===== config.mk =====
export PLATFORM = sky130hd
export DESIGN_NAME = power_rail_monitor_unit
export DESIGN_NICKNAME = d
export VERILOG_FILES = /design/src/rtl/pmu_pkg.sv /design/src/rtl/power_rail_monitor_unit.sv /design/src/rtl/pmu_front.sv /design/src/rtl/pmu_back.sv
export SDC_FILE = /design/constraint.sdc
export NUM_CORES = 2
export LEC_CHECK = 0
export BUFFER_PORTS_ARGS = -buffer_cell sky130_fd_sc_hd__buf_2
export CORE_MARGIN = 2
export CORE_UTILIZATION = 40
export DETAILED_ROUTE_END_ITERATION = 8
export HOLD_SLACK_MARGIN = 0.15
export PLACE_DENSITY_LB_ADDON = 0.05
export SLEW_MARGIN = 40
export SYNTH_ARGS = -nofsm -noshare
export SYNTH_HDL_FRONTEND = slang
export SYNTH_SLANG_ARGS = --single-unit

===== constraint.sdc =====
create_clock -name clk -period 10.2 [get_ports clk]
set_clock_uncertainty 0.05 [all_clocks]
set_input_delay 1.53 -clock clk [delete_from_list [all_inputs] [get_ports clk]]
set_output_delay 1.53 -clock clk [all_outputs]
set_load 0.01 [all_outputs]

===== src/rtl/pmu_pkg.sv =====
// pmu_pkg: shared types, register indexes, channel codes and flag bits
// for the power rail monitor; no dependencies
package pmu_pkg;

  localparam int VAL_W  = 16;
  localparam int SMP_W  = 10;
  localparam int CH_W   = 3;
  localparam int FLAG_W = 8;
  localparam int ILIM_W = 18;
  localparam int CFG_AW = 3;
  localparam int CFG_DW = 18;
  localparam int NUM_SLOT = 6;

  // register indexes
  localparam logic [CFG_AW-1:0] REG_VGAIN  = 3'd0;
  localparam logic [CFG_AW-1:0] REG_IGAIN  = 3'd1;
  localparam logic [CFG_AW-1:0] REG_VLO    = 3'd2;
  localparam logic [CFG_AW-1:0] REG_VHI    = 3'd3;
  localparam logic [CFG_AW-1:0] REG_ILIM   = 3'd4;
  localparam logic [CFG_AW-1:0] REG_OTCUR  = 3'd5;
  localparam logic [CFG_AW-1:0] REG_FMASK  = 3'd6;
  localparam logic [CFG_AW-1:0] REG_CHKEN  = 3'd7;

  // channel codes
  localparam logic [CH_W-1:0] CH_TEMP  = 3'd0;
  localparam logic [CH_W-1:0] CH_VIN   = 3'd1;
  localparam logic [CH_W-1:0] CH_VOUT  = 3'd2;
  localparam logic [CH_W-1:0] CH_MOTOR = 3'd3;
  localparam logic [CH_W-1:0] CH_VDD   = 3'd4;
  localparam logic [CH_W-1:0] CH_LOAD2 = 3'd5;
  localparam logic [CH_W-1:0] CH_LOAD1 = 3'd6;
  localparam logic [CH_W-1:0] CH_NONE  = 3'd7;

  // fault flag bits
  localparam logic [FLAG_W-1:0] F_UNDER_V   = 8'h01;
  localparam logic [FLAG_W-1:0] F_OVER_V    = 8'h02;
  localparam logic [FLAG_W-1:0] F_OVER_I    = 8'h04;
  localparam logic [FLAG_W-1:0] F_MOTOR_UV  = 8'h08;
  localparam logic [FLAG_W-1:0] F_MOTOR_OL  = 8'h10;
  localparam logic [FLAG_W-1:0] F_LOAD1_OFF = 8'h20;
  localparam logic [FLAG_W-1:0] F_LOAD2_OFF = 8'h40;
  localparam logic [FLAG_W-1:0] F_SHUTDOWN  = 8'h80;

  typedef struct packed {
    logic [VAL_W-1:0]  voltage_gain;
    logic [VAL_W-1:0]  current_gain;
    logic [VAL_W-1:0]  voltage_low_limit;
    logic [VAL_W-1:0]  voltage_high_limit;
    logic [ILIM_W-1:0] total_current_limit;
    logic [VAL_W-1:0]  overtemp_current;
    logic [FLAG_W-1:0] fatal_mask;
    logic              checks_enable;
  } cfg_t;

  // one classified beat between front and back
  typedef struct packed {
    logic [CH_W-1:0]  channel;
    logic [VAL_W-1:0] value;
  } q_entry_t;

  function automatic logic [FLAG_W-1:0] raise_flag(input logic [FLAG_W-1:0] f,
                                                    input logic [FLAG_W-1:0] bits,
                                                    input logic [FLAG_W-1:0] mask);
    logic [FLAG_W-1:0] r;
    r = f | bits;
    if ((bits & mask) != '0) r = r | F_SHUTDOWN;
    return r;
  endfunction

endpackage


===== src/rtl/power_rail_monitor_unit.sv =====
// power_rail_monitor_unit: top level, configuration registers and the
// front/back split; depends on pmu_pkg, pmu_front, pmu_back
//
// usage
//  - input channel: one beat per converter sample, in_tuser carries the
//    channel code, in_tdata the raw 10-bit sample
//  - output channel: one beat per input beat, in order, carrying the new
//    averaged value (raw value for temperature), the latched fault flags
//    and the shutdown bit
//  - configuration: cfg_we with cfg_addr/cfg_wdata, to be written by the user only
//    while idle; the block itself does not enforce this
//  - temperature and unused beats go from the queue to the output register; averaged
//    channels pass the window update and the serial restoring divider (one quotient
//    bit per cycle); the back end takes a new beat only after committing the last one
//  - a two-beat queue sits between the scaler and the averaging back end,
//    so input beats are taken while the back end or the receiver stalls, until the queue fills
//  - a stalled receiver holds the output register; the back end finishes
//    the next beat and waits before committing it
//  - reset: synchronous, clears the windows (by fill count), flags,
//    counters and loads the register defaults
module power_rail_monitor_unit #(
  parameter int WINDOW_LEN       = 16,
  parameter int MOTOR_TRIP_COUNT = 16,
  parameter int LOAD_TRIP_COUNT  = 16
) (
  input  logic        clk,
  input  logic        rst_n,
  input  logic        in_tvalid,
  output logic        in_tready,
  input  logic [15:0] in_tdata,   // sample[9:0]
  input  logic [2:0]  in_tuser,   // channel[2:0]
  output logic        out_tvalid,
  input  logic        out_tready,
  output logic [31:0] out_tdata,  // channel_value[15:0], fault_flags[23:16], shut_down[24]
  input  logic        cfg_we,
  input  logic [pmu_pkg::CFG_AW-1:0] cfg_addr,
  input  logic [pmu_pkg::CFG_DW-1:0] cfg_wdata
);

  pmu_pkg::cfg_t     cfg_r;
  logic              q_valid;
  logic              q_pop;
  pmu_pkg::q_entry_t q_data;

  // configuration registers
  always_ff @(posedge clk) begin
    if (!rst_n) begin
      cfg_r.voltage_gain        <= 16'd256;
      cfg_r.current_gain        <= 16'd256;
      cfg_r.voltage_low_limit   <= 16'd0;
      cfg_r.voltage_high_limit  <= 16'hFFFF;
      cfg_r.total_current_limit <= 18'd262140;
      cfg_r.overtemp_current    <= 16'hFFFF;
      cfg_r.fatal_mask          <= 8'd0;
      cfg_r.checks_enable       <= 1'b0;
    end else if (cfg_we) begin
      unique case (cfg_addr)
        pmu_pkg::REG_VGAIN: cfg_r.voltage_gain        <= cfg_wdata[15:0];
        pmu_pkg::REG_IGAIN: cfg_r.current_gain        <= cfg_wdata[15:0];
        pmu_pkg::REG_VLO:   cfg_r.voltage_low_limit   <= cfg_wdata[15:0];
        pmu_pkg::REG_VHI:   cfg_r.voltage_high_limit  <= cfg_wdata[15:0];
        pmu_pkg::REG_ILIM:  cfg_r.total_current_limit <= cfg_wdata[17:0];
        pmu_pkg::REG_OTCUR: cfg_r.overtemp_current    <= cfg_wdata[15:0];
        pmu_pkg::REG_FMASK: cfg_r.fatal_mask          <= cfg_wdata[7:0];
        pmu_pkg::REG_CHKEN: cfg_r.checks_enable       <= cfg_wdata[0];
        default: ;
      endcase
    end
  end

  // scaler and queue
  pmu_front u_front (
    .clk        (clk),
    .rst_n      (rst_n),
    .cfg        (cfg_r),
    .in_valid   (in_tvalid),
    .in_ready   (in_tready),
    .in_channel (in_tuser),
    .in_sample  (in_tdata[9:0]),
    .q_valid    (q_valid),
    .q_data     (q_data),
    .q_pop      (q_pop)
  );

  // averaging, divide, checks and output register
  pmu_back #(
    .WINDOW_LEN       (WINDOW_LEN),
    .MOTOR_TRIP_COUNT (MOTOR_TRIP_COUNT),
    .LOAD_TRIP_COUNT  (LOAD_TRIP_COUNT)
  ) u_back (
    .clk       (clk),
    .rst_n     (rst_n),
    .cfg       (cfg_r),
    .q_valid   (q_valid),
    .q_data    (q_data),
    .q_pop     (q_pop),
    .out_valid (out_tvalid),
    .out_ready (out_tready),
    .out_data  (out_tdata)
  );

endmodule


===== src/rtl/pmu_front.sv =====
// pmu_front: accepts sample beats, applies the gain with saturation and
// queues classified beats for the back end; depends on pmu_pkg
module pmu_front (
  input  logic                      clk,
  input  logic                      rst_n,
  input  pmu_pkg::cfg_t             cfg,
  input  logic                      in_valid,
  output logic                      in_ready,
  input  logic [pmu_pkg::CH_W-1:0]  in_channel,
  input  logic [pmu_pkg::SMP_W-1:0] in_sample,
  output logic                      q_valid,
  output pmu_pkg::q_entry_t         q_data,
  input  logic                      q_pop
);

  pmu_pkg::q_entry_t q_mem_r [2];
  logic       wr_ptr_r, rd_ptr_r;
  logic [1:0] cnt_r;
  logic       push;
  logic [pmu_pkg::VAL_W-1:0] gain;
  logic [pmu_pkg::SMP_W+pmu_pkg::VAL_W-1:0] prod;
  logic [pmu_pkg::SMP_W+pmu_pkg::VAL_W-9:0] shifted;
  pmu_pkg::q_entry_t entry;

  assign in_ready = (cnt_r != 2'd2);
  assign push     = in_valid && in_ready;
  assign q_valid  = (cnt_r != 2'd0);
  assign q_data   = q_mem_r[rd_ptr_r];

  always_comb begin
    gain = (in_channel == pmu_pkg::CH_VIN || in_channel == pmu_pkg::CH_VOUT) ?
           cfg.voltage_gain : cfg.current_gain;
    prod = in_sample * gain;
    shifted = prod[pmu_pkg::SMP_W+pmu_pkg::VAL_W-1:8];
    entry.channel = in_channel;
    case (in_channel)
      pmu_pkg::CH_TEMP: entry.value = {6'd0, in_sample};
      pmu_pkg::CH_NONE: entry.value = '0;
      default: begin
        // truncated 8.8 product, saturated to 16 bits
        if (shifted[17:16] != 2'd0) entry.value = '1;
        else entry.value = shifted[15:0];
      end
    endcase
  end

  always_ff @(posedge clk) begin
    if (push) q_mem_r[wr_ptr_r] <= entry;
  end

  always_ff @(posedge clk) begin
    if (!rst_n) begin
      wr_ptr_r <= 1'b0;
      rd_ptr_r <= 1'b0;
      cnt_r    <= 2'd0;
    end else begin
      if (push) wr_ptr_r <= ~wr_ptr_r;
      if (q_pop) rd_ptr_r <= ~rd_ptr_r;
      cnt_r <= cnt_r + {1'b0, push} - {1'b0, q_pop};
    end
  end

  a_no_pop_empty: assert property (@(posedge clk) disable iff (!rst_n)
    q_pop |-> cnt_r != 2'd0) else $error("pop from empty queue");
  a_cnt_range: assert property (@(posedge clk) disable iff (!rst_n)
    cnt_r != 2'd3) else $error("queue count out of range");
  a_push_count: assert property (@(posedge clk) disable iff (!rst_n)
    (push && !q_pop && cnt_r == 2'd1) |=> cnt_r == 2'd2) else $error("queue count lost push");

endmodule


===== src/rtl/pmu_back.sv =====
// pmu_back: moving average windows, serial divider, fault checks and
// the output register; depends on pmu_pkg
module pmu_back #(
  parameter int WINDOW_LEN       = 16,
  parameter int MOTOR_TRIP_COUNT = 16,
  parameter int LOAD_TRIP_COUNT  = 16
) (
  input  logic              clk,
  input  logic              rst_n,
  input  pmu_pkg::cfg_t     cfg,
  input  logic              q_valid,
  input  pmu_pkg::q_entry_t q_data,
  output logic              q_pop,
  output logic              out_valid,
  input  logic              out_ready,
  output logic [31:0]       out_data
);

  localparam int POS_W  = (WINDOW_LEN > 1) ? $clog2(WINDOW_LEN) : 1;
  localparam int FILL_W = $clog2(WINDOW_LEN + 1);
  localparam int SUM_W  = pmu_pkg::VAL_W + $clog2(WINDOW_LEN);
  localparam int DEPTH  = pmu_pkg::NUM_SLOT * WINDOW_LEN;
  localparam int ADDR_W = $clog2(DEPTH);
  localparam int CNT_W  = $clog2(SUM_W + 1);

  localparam logic [2:0] S_IDLE = 3'd0;
  localparam logic [2:0] S_UPD  = 3'd1;
  localparam logic [2:0] S_DIV  = 3'd2;
  localparam logic [2:0] S_FIN  = 3'd3;

  logic [pmu_pkg::VAL_W-1:0] win_mem [DEPTH];
  logic [pmu_pkg::VAL_W-1:0] rd_data_r;

  logic [2:0]   state_r;
  logic [pmu_pkg::CH_W-1:0]  ch_r;
  logic [pmu_pkg::VAL_W-1:0] val_r;
  logic [2:0]   slot_r;
  logic [ADDR_W-1:0] addr_r;

  logic [SUM_W-1:0]  sum_r  [pmu_pkg::NUM_SLOT];
  logic [POS_W-1:0]  pos_r  [pmu_pkg::NUM_SLOT];
  logic [FILL_W-1:0] fill_r [pmu_pkg::NUM_SLOT];
  logic [pmu_pkg::VAL_W-1:0] cur_avg_r [4];

  logic [SUM_W-1:0]  dvd_r;
  logic [FILL_W-1:0] dvs_r;
  logic [FILL_W-1:0] rem_r;
  logic [CNT_W-1:0]  cnt_r;
  logic [pmu_pkg::VAL_W-1:0] avg_r;

  logic [pmu_pkg::FLAG_W-1:0] flags_r, flags_nxt;
  logic [7:0] motor_cnt_r, motor_cnt_nxt;
  logic [7:0] load1_cnt_r, load1_cnt_nxt;
  logic [7:0] load2_cnt_r, load2_cnt_nxt;

  logic        out_valid_r;
  logic [31:0] out_data_r;

  logic [2:0]        q_slot;
  logic [ADDR_W-1:0] q_addr;
  logic              avg_load;
  logic              fire;
  logic              fill_full;
  logic [pmu_pkg::VAL_W-1:0] old_val;
  logic [SUM_W-1:0]  new_sum;
  logic [FILL_W-1:0] new_fill;
  logic [POS_W-1:0]  new_pos;
  logic [FILL_W:0]   trial;

  assign q_slot  = q_data.channel - 3'd1;
  assign q_addr  = ADDR_W'(q_slot * WINDOW_LEN) + ADDR_W'(pos_r[q_slot]);
  assign q_pop   = (state_r == S_IDLE) && q_valid;
  // first finish cycle of an averaged beat only loads the quotient
  assign avg_load = (cnt_r == '0) && ch_r != pmu_pkg::CH_TEMP && ch_r != pmu_pkg::CH_NONE;
  assign fire    = (state_r == S_FIN) && !avg_load && (!out_valid_r || out_ready);
  assign out_valid = out_valid_r;
  assign out_data  = out_data_r;

  // entry at the write position is unwritten until the window has filled
  assign fill_full = (fill_r[slot_r] == FILL_W'(WINDOW_LEN));
  assign old_val   = fill_full ? rd_data_r : '0;
  assign new_sum   = sum_r[slot_r] - SUM_W'(old_val) + SUM_W'(val_r);
  assign new_fill  = fill_full ? fill_r[slot_r] : fill_r[slot_r] + 1'b1;
  assign new_pos   = (pos_r[slot_r] == POS_W'(WINDOW_LEN - 1)) ? '0 : pos_r[slot_r] + 1'b1;
  assign trial     = {rem_r, dvd_r[SUM_W-1]};

  always_ff @(posedge clk) begin
    if (q_pop) rd_data_r <= win_mem[q_addr];
    if (state_r == S_UPD) win_mem[addr_r] <= val_r;
  end

  // fault checks on the finished average
  always_comb begin
    logic [pmu_pkg::ILIM_W-1:0] total;
    logic [pmu_pkg::VAL_W-1:0] a [4];
    logic act;
    flags_nxt     = flags_r;
    motor_cnt_nxt = motor_cnt_r;
    load1_cnt_nxt = load1_cnt_r;
    load2_cnt_nxt = load2_cnt_r;
    for (int i = 0; i < 4; i++) a[i] = cur_avg_r[i];
    if (ch_r >= pmu_pkg::CH_MOTOR && ch_r <= pmu_pkg::CH_LOAD1)
      a[slot_r[1:0] - 2'd2] = avg_r;
    total = pmu_pkg::ILIM_W'(a[0]) + pmu_pkg::ILIM_W'(a[1]) +
            pmu_pkg::ILIM_W'(a[2]) + pmu_pkg::ILIM_W'(a[3]);
    act = cfg.checks_enable && !flags_nxt[7];
    unique case (ch_r)
      pmu_pkg::CH_VIN: begin
        if (act && avg_r < cfg.voltage_low_limit)
          flags_nxt = pmu_pkg::raise_flag(flags_nxt, pmu_pkg::F_UNDER_V, cfg.fatal_mask);
        act = cfg.checks_enable && !flags_nxt[7];
        if (act && avg_r > cfg.voltage_high_limit)
          flags_nxt = pmu_pkg::raise_flag(flags_nxt, pmu_pkg::F_OVER_V, cfg.fatal_mask);
      end
      pmu_pkg::CH_VOUT: begin
        if (act) begin
          if (avg_r > cfg.voltage_high_limit)
            flags_nxt = pmu_pkg::raise_flag(flags_nxt, pmu_pkg::F_OVER_V, cfg.fatal_mask);
          if (avg_r < cfg.voltage_low_limit && !flags_nxt[7])
            flags_nxt = pmu_pkg::raise_flag(flags_nxt, pmu_pkg::F_MOTOR_UV, cfg.fatal_mask);
          else
            flags_nxt = flags_nxt & ~pmu_pkg::F_MOTOR_UV;
        end
      end
      pmu_pkg::CH_MOTOR, pmu_pkg::CH_VDD, pmu_pkg::CH_LOAD2, pmu_pkg::CH_LOAD1: begin
        if (act && total > cfg.total_current_limit)
          flags_nxt = pmu_pkg::raise_flag(flags_nxt, pmu_pkg::F_OVER_I, cfg.fatal_mask);
        act = cfg.checks_enable && !flags_nxt[7];
        if (ch_r == pmu_pkg::CH_MOTOR && act) begin
          if (avg_r > cfg.overtemp_current) begin
            if (motor_cnt_nxt < 8'(MOTOR_TRIP_COUNT)) motor_cnt_nxt = motor_cnt_nxt + 8'd1;
            if (motor_cnt_nxt == 8'(MOTOR_TRIP_COUNT))
              flags_nxt = pmu_pkg::raise_flag(flags_nxt, pmu_pkg::F_MOTOR_OL, cfg.fatal_mask);
          end else if (motor_cnt_nxt != 8'(MOTOR_TRIP_COUNT) && motor_cnt_nxt != 8'd0) begin
            motor_cnt_nxt = motor_cnt_nxt - 8'd1;
          end
        end
        if (ch_r == pmu_pkg::CH_LOAD2 && act && !flags_nxt[6]) begin
          if (avg_r > cfg.overtemp_current) begin
            if (load2_cnt_nxt != 8'hFF) load2_cnt_nxt = load2_cnt_nxt + 8'd1;
            if (load2_cnt_nxt == 8'(LOAD_TRIP_COUNT))
              flags_nxt = pmu_pkg::raise_flag(flags_nxt, pmu_pkg::F_LOAD2_OFF, cfg.fatal_mask);
          end else if (load2_cnt_nxt != 8'd0) begin
            load2_cnt_nxt = load2_cnt_nxt - 8'd1;
          end
        end
        if (ch_r == pmu_pkg::CH_LOAD1 && act && !flags_nxt[5]) begin
          if (avg_r > cfg.overtemp_current) begin
            if (load1_cnt_nxt != 8'hFF) load1_cnt_nxt = load1_cnt_nxt + 8'd1;
            if (load1_cnt_nxt == 8'(LOAD_TRIP_COUNT))
              flags_nxt = pmu_pkg::raise_flag(flags_nxt, pmu_pkg::F_LOAD1_OFF, cfg.fatal_mask);
          end else if (load1_cnt_nxt != 8'd0) begin
            load1_cnt_nxt = load1_cnt_nxt - 8'd1;
          end
        end
      end
      default: ;
    endcase
  end

  always_ff @(posedge clk) begin
    if (!rst_n) begin
      state_r     <= S_IDLE;
      out_valid_r <= 1'b0;
      flags_r     <= '0;
      motor_cnt_r <= '0;
      load1_cnt_r <= '0;
      load2_cnt_r <= '0;
      for (int i = 0; i < pmu_pkg::NUM_SLOT; i++) begin
        sum_r[i]  <= '0;
        pos_r[i]  <= '0;
        fill_r[i] <= '0;
      end
      for (int i = 0; i < 4; i++) cur_avg_r[i] <= '0;
    end else begin
      if (out_valid_r && out_ready && !fire) out_valid_r <= 1'b0;
      unique case (state_r)
        S_IDLE: begin
          if (q_valid) begin
            ch_r   <= q_data.channel;
            val_r  <= q_data.value;
            avg_r  <= q_data.value;
            slot_r <= q_slot;
            addr_r <= q_addr;
            if (q_data.channel == pmu_pkg::CH_TEMP || q_data.channel == pmu_pkg::CH_NONE)
              state_r <= S_FIN;
            else
              state_r <= S_UPD;
          end
        end
        S_UPD: begin
          sum_r[slot_r]  <= new_sum;
          pos_r[slot_r]  <= new_pos;
          fill_r[slot_r] <= new_fill;
          dvd_r <= new_sum;
          dvs_r <= new_fill;
          rem_r <= '0;
          cnt_r <= CNT_W'(SUM_W);
          state_r <= S_DIV;
        end
        S_DIV: begin
          // restoring division, one quotient bit per cycle
          if (trial >= {1'b0, dvs_r}) begin
            rem_r <= FILL_W'(trial - {1'b0, dvs_r});
            dvd_r <= {dvd_r[SUM_W-2:0], 1'b1};
          end else begin
            rem_r <= trial[FILL_W-1:0];
            dvd_r <= {dvd_r[SUM_W-2:0], 1'b0};
          end
          cnt_r <= cnt_r - 1'b1;
          if (cnt_r == CNT_W'(1)) state_r <= S_FIN;
        end
        S_FIN: begin
          if (avg_load) begin
            avg_r <= dvd_r[pmu_pkg::VAL_W-1:0];
            cnt_r <= CNT_W'(SUM_W);
          end else if (fire) begin
            flags_r     <= flags_nxt;
            motor_cnt_r <= motor_cnt_nxt;
            load1_cnt_r <= load1_cnt_nxt;
            load2_cnt_r <= load2_cnt_nxt;
            if (ch_r >= pmu_pkg::CH_MOTOR && ch_r <= pmu_pkg::CH_LOAD1)
              cur_avg_r[slot_r[1:0] - 2'd2] <= avg_r;
            out_data_r  <= {7'd0, flags_nxt[7], flags_nxt, avg_r};
            out_valid_r <= 1'b1;
            state_r     <= S_IDLE;
          end
        end
        default: state_r <= S_IDLE;
      endcase
    end
  end

  a_shutdown_sticky: assert property (@(posedge clk) disable iff (!rst_n)
    $past(flags_r[7]) |-> flags_r[7]) else $error("shutdown flag cleared");
  a_div_nonzero: assert property (@(posedge clk) disable iff (!rst_n)
    state_r == S_DIV |-> dvs_r != '0) else $error("divide by zero fill");
  a_no_pop_busy: assert property (@(posedge clk) disable iff (!rst_n)
    q_pop |-> state_r == S_IDLE) else $error("pop while busy");
  a_out_shut_copy: assert property (@(posedge clk) disable iff (!rst_n)
    out_valid_r |-> out_data_r[24] == out_data_r[23]) else $error("shut_down mismatch");

endmodule

-- Word-level counts from Yosys, hierarchy flattened
Memories as Yosys holds them, arrays and structs flattened. A register that Yosys moved wholly into a read port is not among the register bits.
Index checks and enable logic that the tools add are counted.
- div/mod/pow operators: 0
- $mul: 1
- shift operators: 0
- multiplexer cells: 107
- magnitude comparators: 10
- add/subtract/negate cells: 20
- reduce and logical (&&, ||, !) cells: 76
- eq/ne operators: 36
- bitwise gates (word level): 4
- operator list (operator ; number):
    8-bit 2-to-1 mux ; 47
    16-bit 2-to-1 mux ; 7
    64-bit bitwise mux ; 1
    64-bit 2-to-1 mux ; 1
    16-bit case mux with 2 select lines ; 2
    20-bit case mux with 2 select lines ; 1
    18-bit by 16-bit adder with 18-bit output ; 2
    16-bit demux with 2-bit select ; 1
    16-bit greater-than comparator ; 2
    3-bit 2-to-1 mux ; 10
    3-bit equality test, second input constant ; 9
    10-bit by 16-bit multiplier with 26-bit output ; 1
    8-bit by 1-bit adder with 8-bit output, second input constant ; 3
    8-bit by 5-bit equality test with 1-bit output, second input constant ; 3
    1-bit 2-to-1 mux ; 24
    8-bit case mux with 3 select lines ; 1
    8-bit nonzero test ; 3
    8-bit by 1-bit subtractor with 8-bit output, second input constant ; 3
    1-bit logical AND ; 23
    3-bit by 2-bit equality test with 1-bit output, second input constant ; 7
    20-bit by 16-bit adder with 20-bit output ; 1
    20-bit 2-to-1 mux ; 1
    5-bit 2-to-1 mux ; 4
    2-bit AND reduction ; 10
    48 further kinds ; 87
- bits in latches: 0
- register bits after elaboration: 250
- input bits: 45
- memory bits (writable): 1812
- memories kept: 6
- logic and storage cells: 287
- memory bits (read-only): 0
- memories (name ; words ; width ; read ports ; clocked after memory_dff ; wr ports ; line ; source):
    u_back.win_mem ; 96 ; 16 ; 1 ; 1 ; 1 ; pmu_back.sv:31 ; logic [pmu_pkg::VAL_W-1:0] win_mem [DEPTH];
    u_back.sum_r ; 6 ; 20 ; 1 ; 1 ; 6 ; pmu_back.sv:40 ; logic [SUM_W-1:0] sum_r [pmu_pkg::NUM_SLOT];
    u_back.cur_avg_r ; 4 ; 16 ; 4 ; 0 ; 4 ; pmu_back.sv:43 ; logic [pmu_pkg::VAL_W-1:0] cur_avg_r [4];
    u_front.q_mem_r ; 2 ; 19 ; 1 ; 1 ; 1 ; pmu_front.sv:16 ; pmu_pkg::q_entry_t q_mem_r [2];
    u_back.fill_r ; 6 ; 5 ; 1 ; 1 ; 6 ; pmu_back.sv:42 ; logic [FILL_W-1:0] fill_r [pmu_pkg::NUM_SLOT];
    u_back.pos_r ; 6 ; 4 ; 2 ; 1 ; 6 ; pmu_back.sv:41 ; logic [POS_W-1:0] pos_r [pmu_pkg::NUM_SLOT];

-- Longest topological paths before layout
- word-level depth: 43
- depth in mapped cells: 36
- depth with buffers taken out: 34

-- Hierarchy
From an unflattened synthesis, not the netlist that was laid out.
- cell total of the unflattened synthesis: 7724
- area, all modules: 96441.2 sq um
- modules (own cells, without submodules) (module ; instances ; cells an instance ; area an instance (sq um)):
    pmu_back ; 1 ; 6604 ; 85215.5
    pmu_front ; 1 ; 724 ; 7050.5
    power_rail_monitor_unit ; 1 ; 396 ; 4175.3

-- Worst setup path after synthesis
Ideal clock, no wire load.
- path type: input port to flip-flop
- start: input in_tuser[0]
- end: memory u_front.q_mem_r[0][0] (netlist name) (data pin)
- arrival time: 7.517 ns
- path slack: 2.370 ns
- stages on the path: 23
- buffers on the path: 1
- path through: xnor2_1 > nor2_2 > clkbuf_1 > mux2_2 > and2_1 > fa_1 > inv_1 > fa_1 > fa_1 > inv_1 > fa_1 > fa_1 > ha_1 > a21oi_1 > nor2b_1 > o21ai_0 > nand2b_1 > o21ai_0 > nand3_1 > a31oi_1 > xnor2_2 > a31oi_2 > a211o_1
- RTL lines (item ; line ; source):
    start, declared ; power_rail_monitor_unit.sv:31 ; input logic [2:0] in_tuser,
    end, declared ; pmu_front.sv:16 ;

-- Worst setup path in the final report
- start: register u_back.ch_r[1] (netlist name)
- end: register u_back.load1_cnt_r[1]
- longest elaborated chain between the ends: 23
- elaborated cells on any way between the ends: 44
- classes of those cells: add/sub: 3; order compare: 3; eq/ne: 5; mux: 13; bitwise: 1; reduce/logical: 19
- ends and longest elaborated chain (item ; line ; source):
    start, declared ; pmu_back.sv:35 ; logic [pmu_pkg::CH_W-1:0] ch_r;
    start signal, assigned ; pmu_back.sv:180 ; ch_r <= q_data.channel;
    3-bit by 2-bit greater-or-equal comparator with 1-bit output / 3-bit <= comparator (equally long branches) ; pmu_back.sv:102 ; if (ch_r >= pmu_pkg::CH_MOTOR && ch_r <= pmu_pkg::CH_LOAD1)
    1-bit logical AND ; pmu_back.sv:102 ;
    64-bit 2-to-1 mux ; pmu_back.sv:102 ;
    16-bit by 16-bit adder with 17-bit output ; pmu_back.sv:104 ; total = pmu_pkg::ILIM_W'(a[0]) + pmu_pkg::ILIM_W'(a[1]) +
    18-bit by 16-bit adder with 18-bit output ; pmu_back.sv:104 ;
    18-bit by 16-bit adder with 18-bit output ; pmu_back.sv:105 ; pmu_pkg::ILIM_W'(a[2]) + pmu_pkg::ILIM_W'(a[3]);
    18-bit greater-than comparator ; pmu_back.sv:126 ; if (act && total > cfg.total_current_limit)
    1-bit logical AND ; pmu_back.sv:126 ;
    [... 7 more ...] ; -- ;
    8-bit 2-to-1 mux ; pmu_pkg.sv:66 ; if ((bits & mask) != '0) r = r | F_SHUTDOWN;
    8-bit 2-to-1 mux ; pmu_back.sv:141 ; if (load2_cnt_nxt == 8'(LOAD_TRIP_COUNT))
    8-bit 2-to-1 mux ; pmu_back.sv:139 ; if (avg_r > cfg.overtemp_current) begin
    8-bit 2-to-1 mux ; pmu_back.sv:138 ; if (ch_r == pmu_pkg::CH_LOAD2 && act && !flags_nxt[6]) begin
    8-bit 2-to-1 mux ; pmu_back.sv:107 ; unique case (ch_r)
    1-bit zero test ; pmu_back.sv:147 ; if (ch_r == pmu_pkg::CH_LOAD1 && act && !flags_nxt[5]) begin
    1-bit logical AND ; pmu_back.sv:147 ;
    6-bit AND reduction (no source line) * ; -- ;
    end signal, assigned ; pmu_back.sv:220 ; load1_cnt_r <= load1_cnt_nxt;
    end, declared ; pmu_back.sv:53 ; logic [7:0] load1_cnt_r, load1_cnt_nxt;
Mark *: on every way between the ends. The rest lies on a longest branch, timed or not. The select of a mux whose other input is x is not followed.
A chain may end at the register's enable or synchronous reset.

==> results.toml <==
[run_status]
outcome = "finished clean"

[critical_path]
critical_path_class = "reg -> reg"
crit_fanout = 17
crit_arrival_ns = 9.83
endpoint = "u_back.load1_cnt_r[1]$_SDFFE_PN0P_"
r2r-start = "u_back.ch_r[1]$_DFFE_PP_"
critPathCaptureType = "register"
path_common_cell = "o21ai_0"
r2r_cells = 34
cp_data_required_time_ns = 10.95
r2r_setup_slack_ns = 1.12
cpPeakStageDelay_ns = 0.60
critPathLaunch = "u_back.ch_r[1]$_DFFE_PP_"
rr_endpoint = "u_back.load1_cnt_r[1]$_SDFFE_PN0P_"
cp_slowest_cell = "o41ai_1"
start_kind = "register"

[sta]
slew_violations = 0
tightest_slew_ns = 0.8587
fin_crit_ns = 9.080
fmax_ghz = 0.1101
rsz0062_at_grt = "false"
slew_headroom_pct = 42.15
hold_ws_ns = 0.4038
fin_crit_sh_pct = 89.02
hold_viol = 0
setup-violations-final = 0
tns_ns = 0

[floorplanning]
row_count = 180
pin_count = 79
die_area_um2 = 244900
core_region_area_um2 = 240100
fp.dieW_um = 494.9
initial_utilization_pct = 40.15
die_h_um = 494.9

[final_layout]
fill_cells = 21620
finalNetCount = 7539
ff_latch_area_um2 = 62660
syn_to_final_growth_pct = 12.46
multiInputGateArea_um2 = 31070
finalInstanceArea_um2 = 108400
utilization_pct = 45.15
drive_above_1_share_pct = 13.15

[cts]
clkTransAtPathRegs_ns = 0.06
cts-resized-gates = 0
cts_inserted_buffers = 231
cts_tree = "done"
post_cts_buffers = 0
htreeDepth = 4
clock_latency_ns = 0.88
clockRootBuffer = "clkbuf_16"
clock_path_buffers = 3
clock_sinks = 2136
hold_buffers = 0

[yosys]
synth_edf_count = 1987
synth_cell_types = 84
synth_ff_type = "edfxtp_1"
async_flop_share_pct = 0
synth_warnings = 0
seq_area_frac_synth_pct = 64.99
avgSynthCellArea_um2 = 13.75
ys_ff_latch = 2136
syn_inst = 7012
syn_area_um2 = 96390

[drt]
wl_per_cell_um = 26.00
viasPerCell = 5.442
postRouteAntennaNets = 0
wirelength_um = 273700
drcViolationCount = 0
firstDrtPassIters = 5
drt_iter0_markers = 4666
vias = 57280

[pwr]
seqPwrFrac_pct = 32.8
power.internal_mw = 19.58
ir_drop_v = 0.0003107
switching_share_pct = 40.24
comb_power_share_pct = 42.6
power.density_nw_per_um2 = 302.2
switchingPower_mw = 13.18
clock_power_share_pct = 24.6
power_mw = 32.76
p_leak_nw = 38.53

[grt]
grt_use_total_pct = 22.14
grt_pass1_vias = 56450
grt_pass1_wl_um = 397700
grt_start_max_net_pins = 147
antenna_found_initial = 16
overflow = 0

[min_path]
min_from = "cfg_r[79]$_SDFFE_PN0P_"
hold_path_class = "reg -> reg"

[place]
place_congestion = 0.8085
io_buffers = 65
place_area_um2 = 101100
dpl.hpwl_um = 165900

[flow_run]
max-cap-violations = 0
-- state kept, by name, summed over array words and instances (netlist names), 16 cells and up, named ones only --
register,cells
u_back.sum_r,160
u_back.cur_avg_r,64
u_front.q_mem_r,38
u_back.avg_r,16
u_back.rd_data_r,16
u_back.fill_r,40
u_back.val_r,16
u_back.pos_r,32
u_back.out_data,24
cfg_r,106
u_back.win_mem,1536
u_back.dvd_r,20
-- worst max-delay path, delay by kind of cell (launching register included) --
| kind | cells | cell delay [ns] |
|---|---|---|
| DFF | 1 | 0.58 |
| and+or+nand+nor | 9 | 2.53 |
| adders and majority gates | 5 | 1.75 |
| AOI/OAI and AO/OA | 14 | 2.83 |
| xor gates and xnor gates | 3 | 0.66 |
| buffers and inverters | 3 | 0.60 |
-- area by class of cell --
| cell class | count | area share, % |
|---|---|---|
| Clock buffer | 309 | 5.722 |
| Multi-Input combinational cell | 4207 | 28.66 |
| Clock inverter | 119 | 0.9845 |
| Tap cell | 3185 | 3.676 |
| Antenna cell | 2 | 0.004617 |
| Inverter | 272 | 0.9580 |
| Timing Repair Buffer | 297 | 2.193 |
| Sequential cell | 2136 | 57.80 |
-- power by group through the flow --
stage / logic [mW] / clock network (mW) / registers [mW]
floorplan: 9.15 / 0 / 10.9
global placement: 13.9 / 0 / 11.0
detailed placement: 14.1 / 0 / 10.9
CTS: 14.1 / 8.25 / 10.8
finish: 14.0 / 8.06 / 10.7
global route: 15.2 / 8.58 / 10.8
-- metrics by stage --
step / instances / setup WS [ns]
after detailed placement: 10100 / 1.210
after floorplan: 7018 / 2.370
final: 10530 / 1.120
after global routing: 10530 / 0.4915
after global placement: 10080 / 1.155
after CTS: 10520 / 1.206
-- cell usage in the layout, fill, tap and decap left out, drive strengths merged, types with 11 or more instances in the layout --
cell	count
nand3	92
buf	297
or3	19
o211ai	53
nand2	977
nand2b	40
a211oi	225
nor2	396
a21o	42
a221oi	74
xor2	30
a211o	12
a311oi	69
o21ai	162
o21a	21
clkbuf	309
inv	278
mux2i	310
and2	147
a31oi	202
mux4	122
xnor2	54
nor3	65
clkinv	100
and3	48
a32oi	11
a21oi	146
dfxtp	149
mux2	130
fa	144
nand4	29
a22o	15
ha	205
nor2b	235
edfxtp	1987
nor4	14
-- synth_stat cells (11+ instances only) --
master | number | area (µm²)
nor4_1 | 14 | 87.58
xnor2_1 | 53 | 464.2
nor2_1 | 394 | 1479
a21o_1 | 42 | 315.3
buf_4 | 45 | 337.8
or3_1 | 19 | 118.9
o21ai_1 | 43 | 215.2
dfxtp_1 | 149 | 2983
buf_6 | 16 | 180.2
nand3_1 | 92 | 460.4
a22o_1 | 15 | 131.4
nand2b_1 | 40 | 250.2
a31oi_1 | 201 | 1257
o21a_1 | 21 | 157.7
and3_1 | 48 | 300.3
edfxtp_1 | 1987 | 59670
fa_1 | 144 | 2883
a32oi_1 | 11 | 96.34
mux2_2 | 130 | 1464
and2_1 | 137 | 857.1
o211ai_1 | 53 | 397.9
a221oi_1 | 74 | 648.1
xor2_1 | 29 | 254.0
nand4_1 | 29 | 181.4
inv_1 | 268 | 1006
clkbuf_1 | 201 | 754.5
a311oi_1 | 69 | 604.3
a211oi_1 | 224 | 1682
nor3_1 | 65 | 325.3
nand2_1 | 977 | 3667
a21oi_1 | 146 | 730.7
o21ai_0 | 119 | 595.6
nor2b_1 | 235 | 1470
mux4_2 | 122 | 2748
ha_1 | 205 | 2565
buf_2 | 103 | 515.5
a211o_1 | 12 | 105.1
mux2i_1 | 308 | 3083
buf_1 | 33 | 123.9
-- cells by family (layout without fill, tap and decap cells) --
| kind of cell | Yosys count | in the layout | synth area share, % |
|---|---|---|---|
| XOR/XNOR | 84 | 84 | 0.7905 |
| buffers and inverters | 675 | 997 | 3.128 |
| AO/OA/AOI/OAI | 1115 | 1115 | 7.972 |
| flip-flops | 2136 | 2136 | 64.99 |
| adder cells (fa/ha/maj) | 349 | 349 | 5.652 |
| multiplexers | 562 | 562 | 7.614 |
| other | 1 | 9 | 0.003890 |
| AND/OR/NAND/NOR | 2090 | 2090 | 9.844 |
-- routing by layer --
metal | global-route usage, % | up-vias | share of wire, % | wire (µm)
met5 | 0 | - | 0 | 0
met4 | 4.634 | 0 | 1.9 | 5077
met3 | 2.841 | 329 | 4.7 | 12760
met2 | 35.46 | 1302 | 47 | 128100
met1 | 32.33 | 29240 | 47 | 127700
li1 | - | 26410 | - | -
-- how the worst min path moves through the flow --
stage | to | slack (ns) | cells after the start
6_report | cfg_r[79]$_SDFFE_PN0P_ | 0.40 | 2
5_1_grt | cfg_r[94]$_SDFFE_PN0P_ | 0.42 | 2
4_1_cts | cfg_r[94]$_SDFFE_PN0P_ | 0.41 | 2
3_5_place_dp | cfg_r[94]$_SDFFE_PN0P_ | 0.40 | 2
3_3_place_gp | cfg_r[104]$_SDFFE_PN0P_ | 0.39 | 2
2_1_floorplan | u_back.flags_r[3]$_SDFFE_PN0P_ | 0.38 | 2
Note: power is estimated with default switching activity, not from simulation.
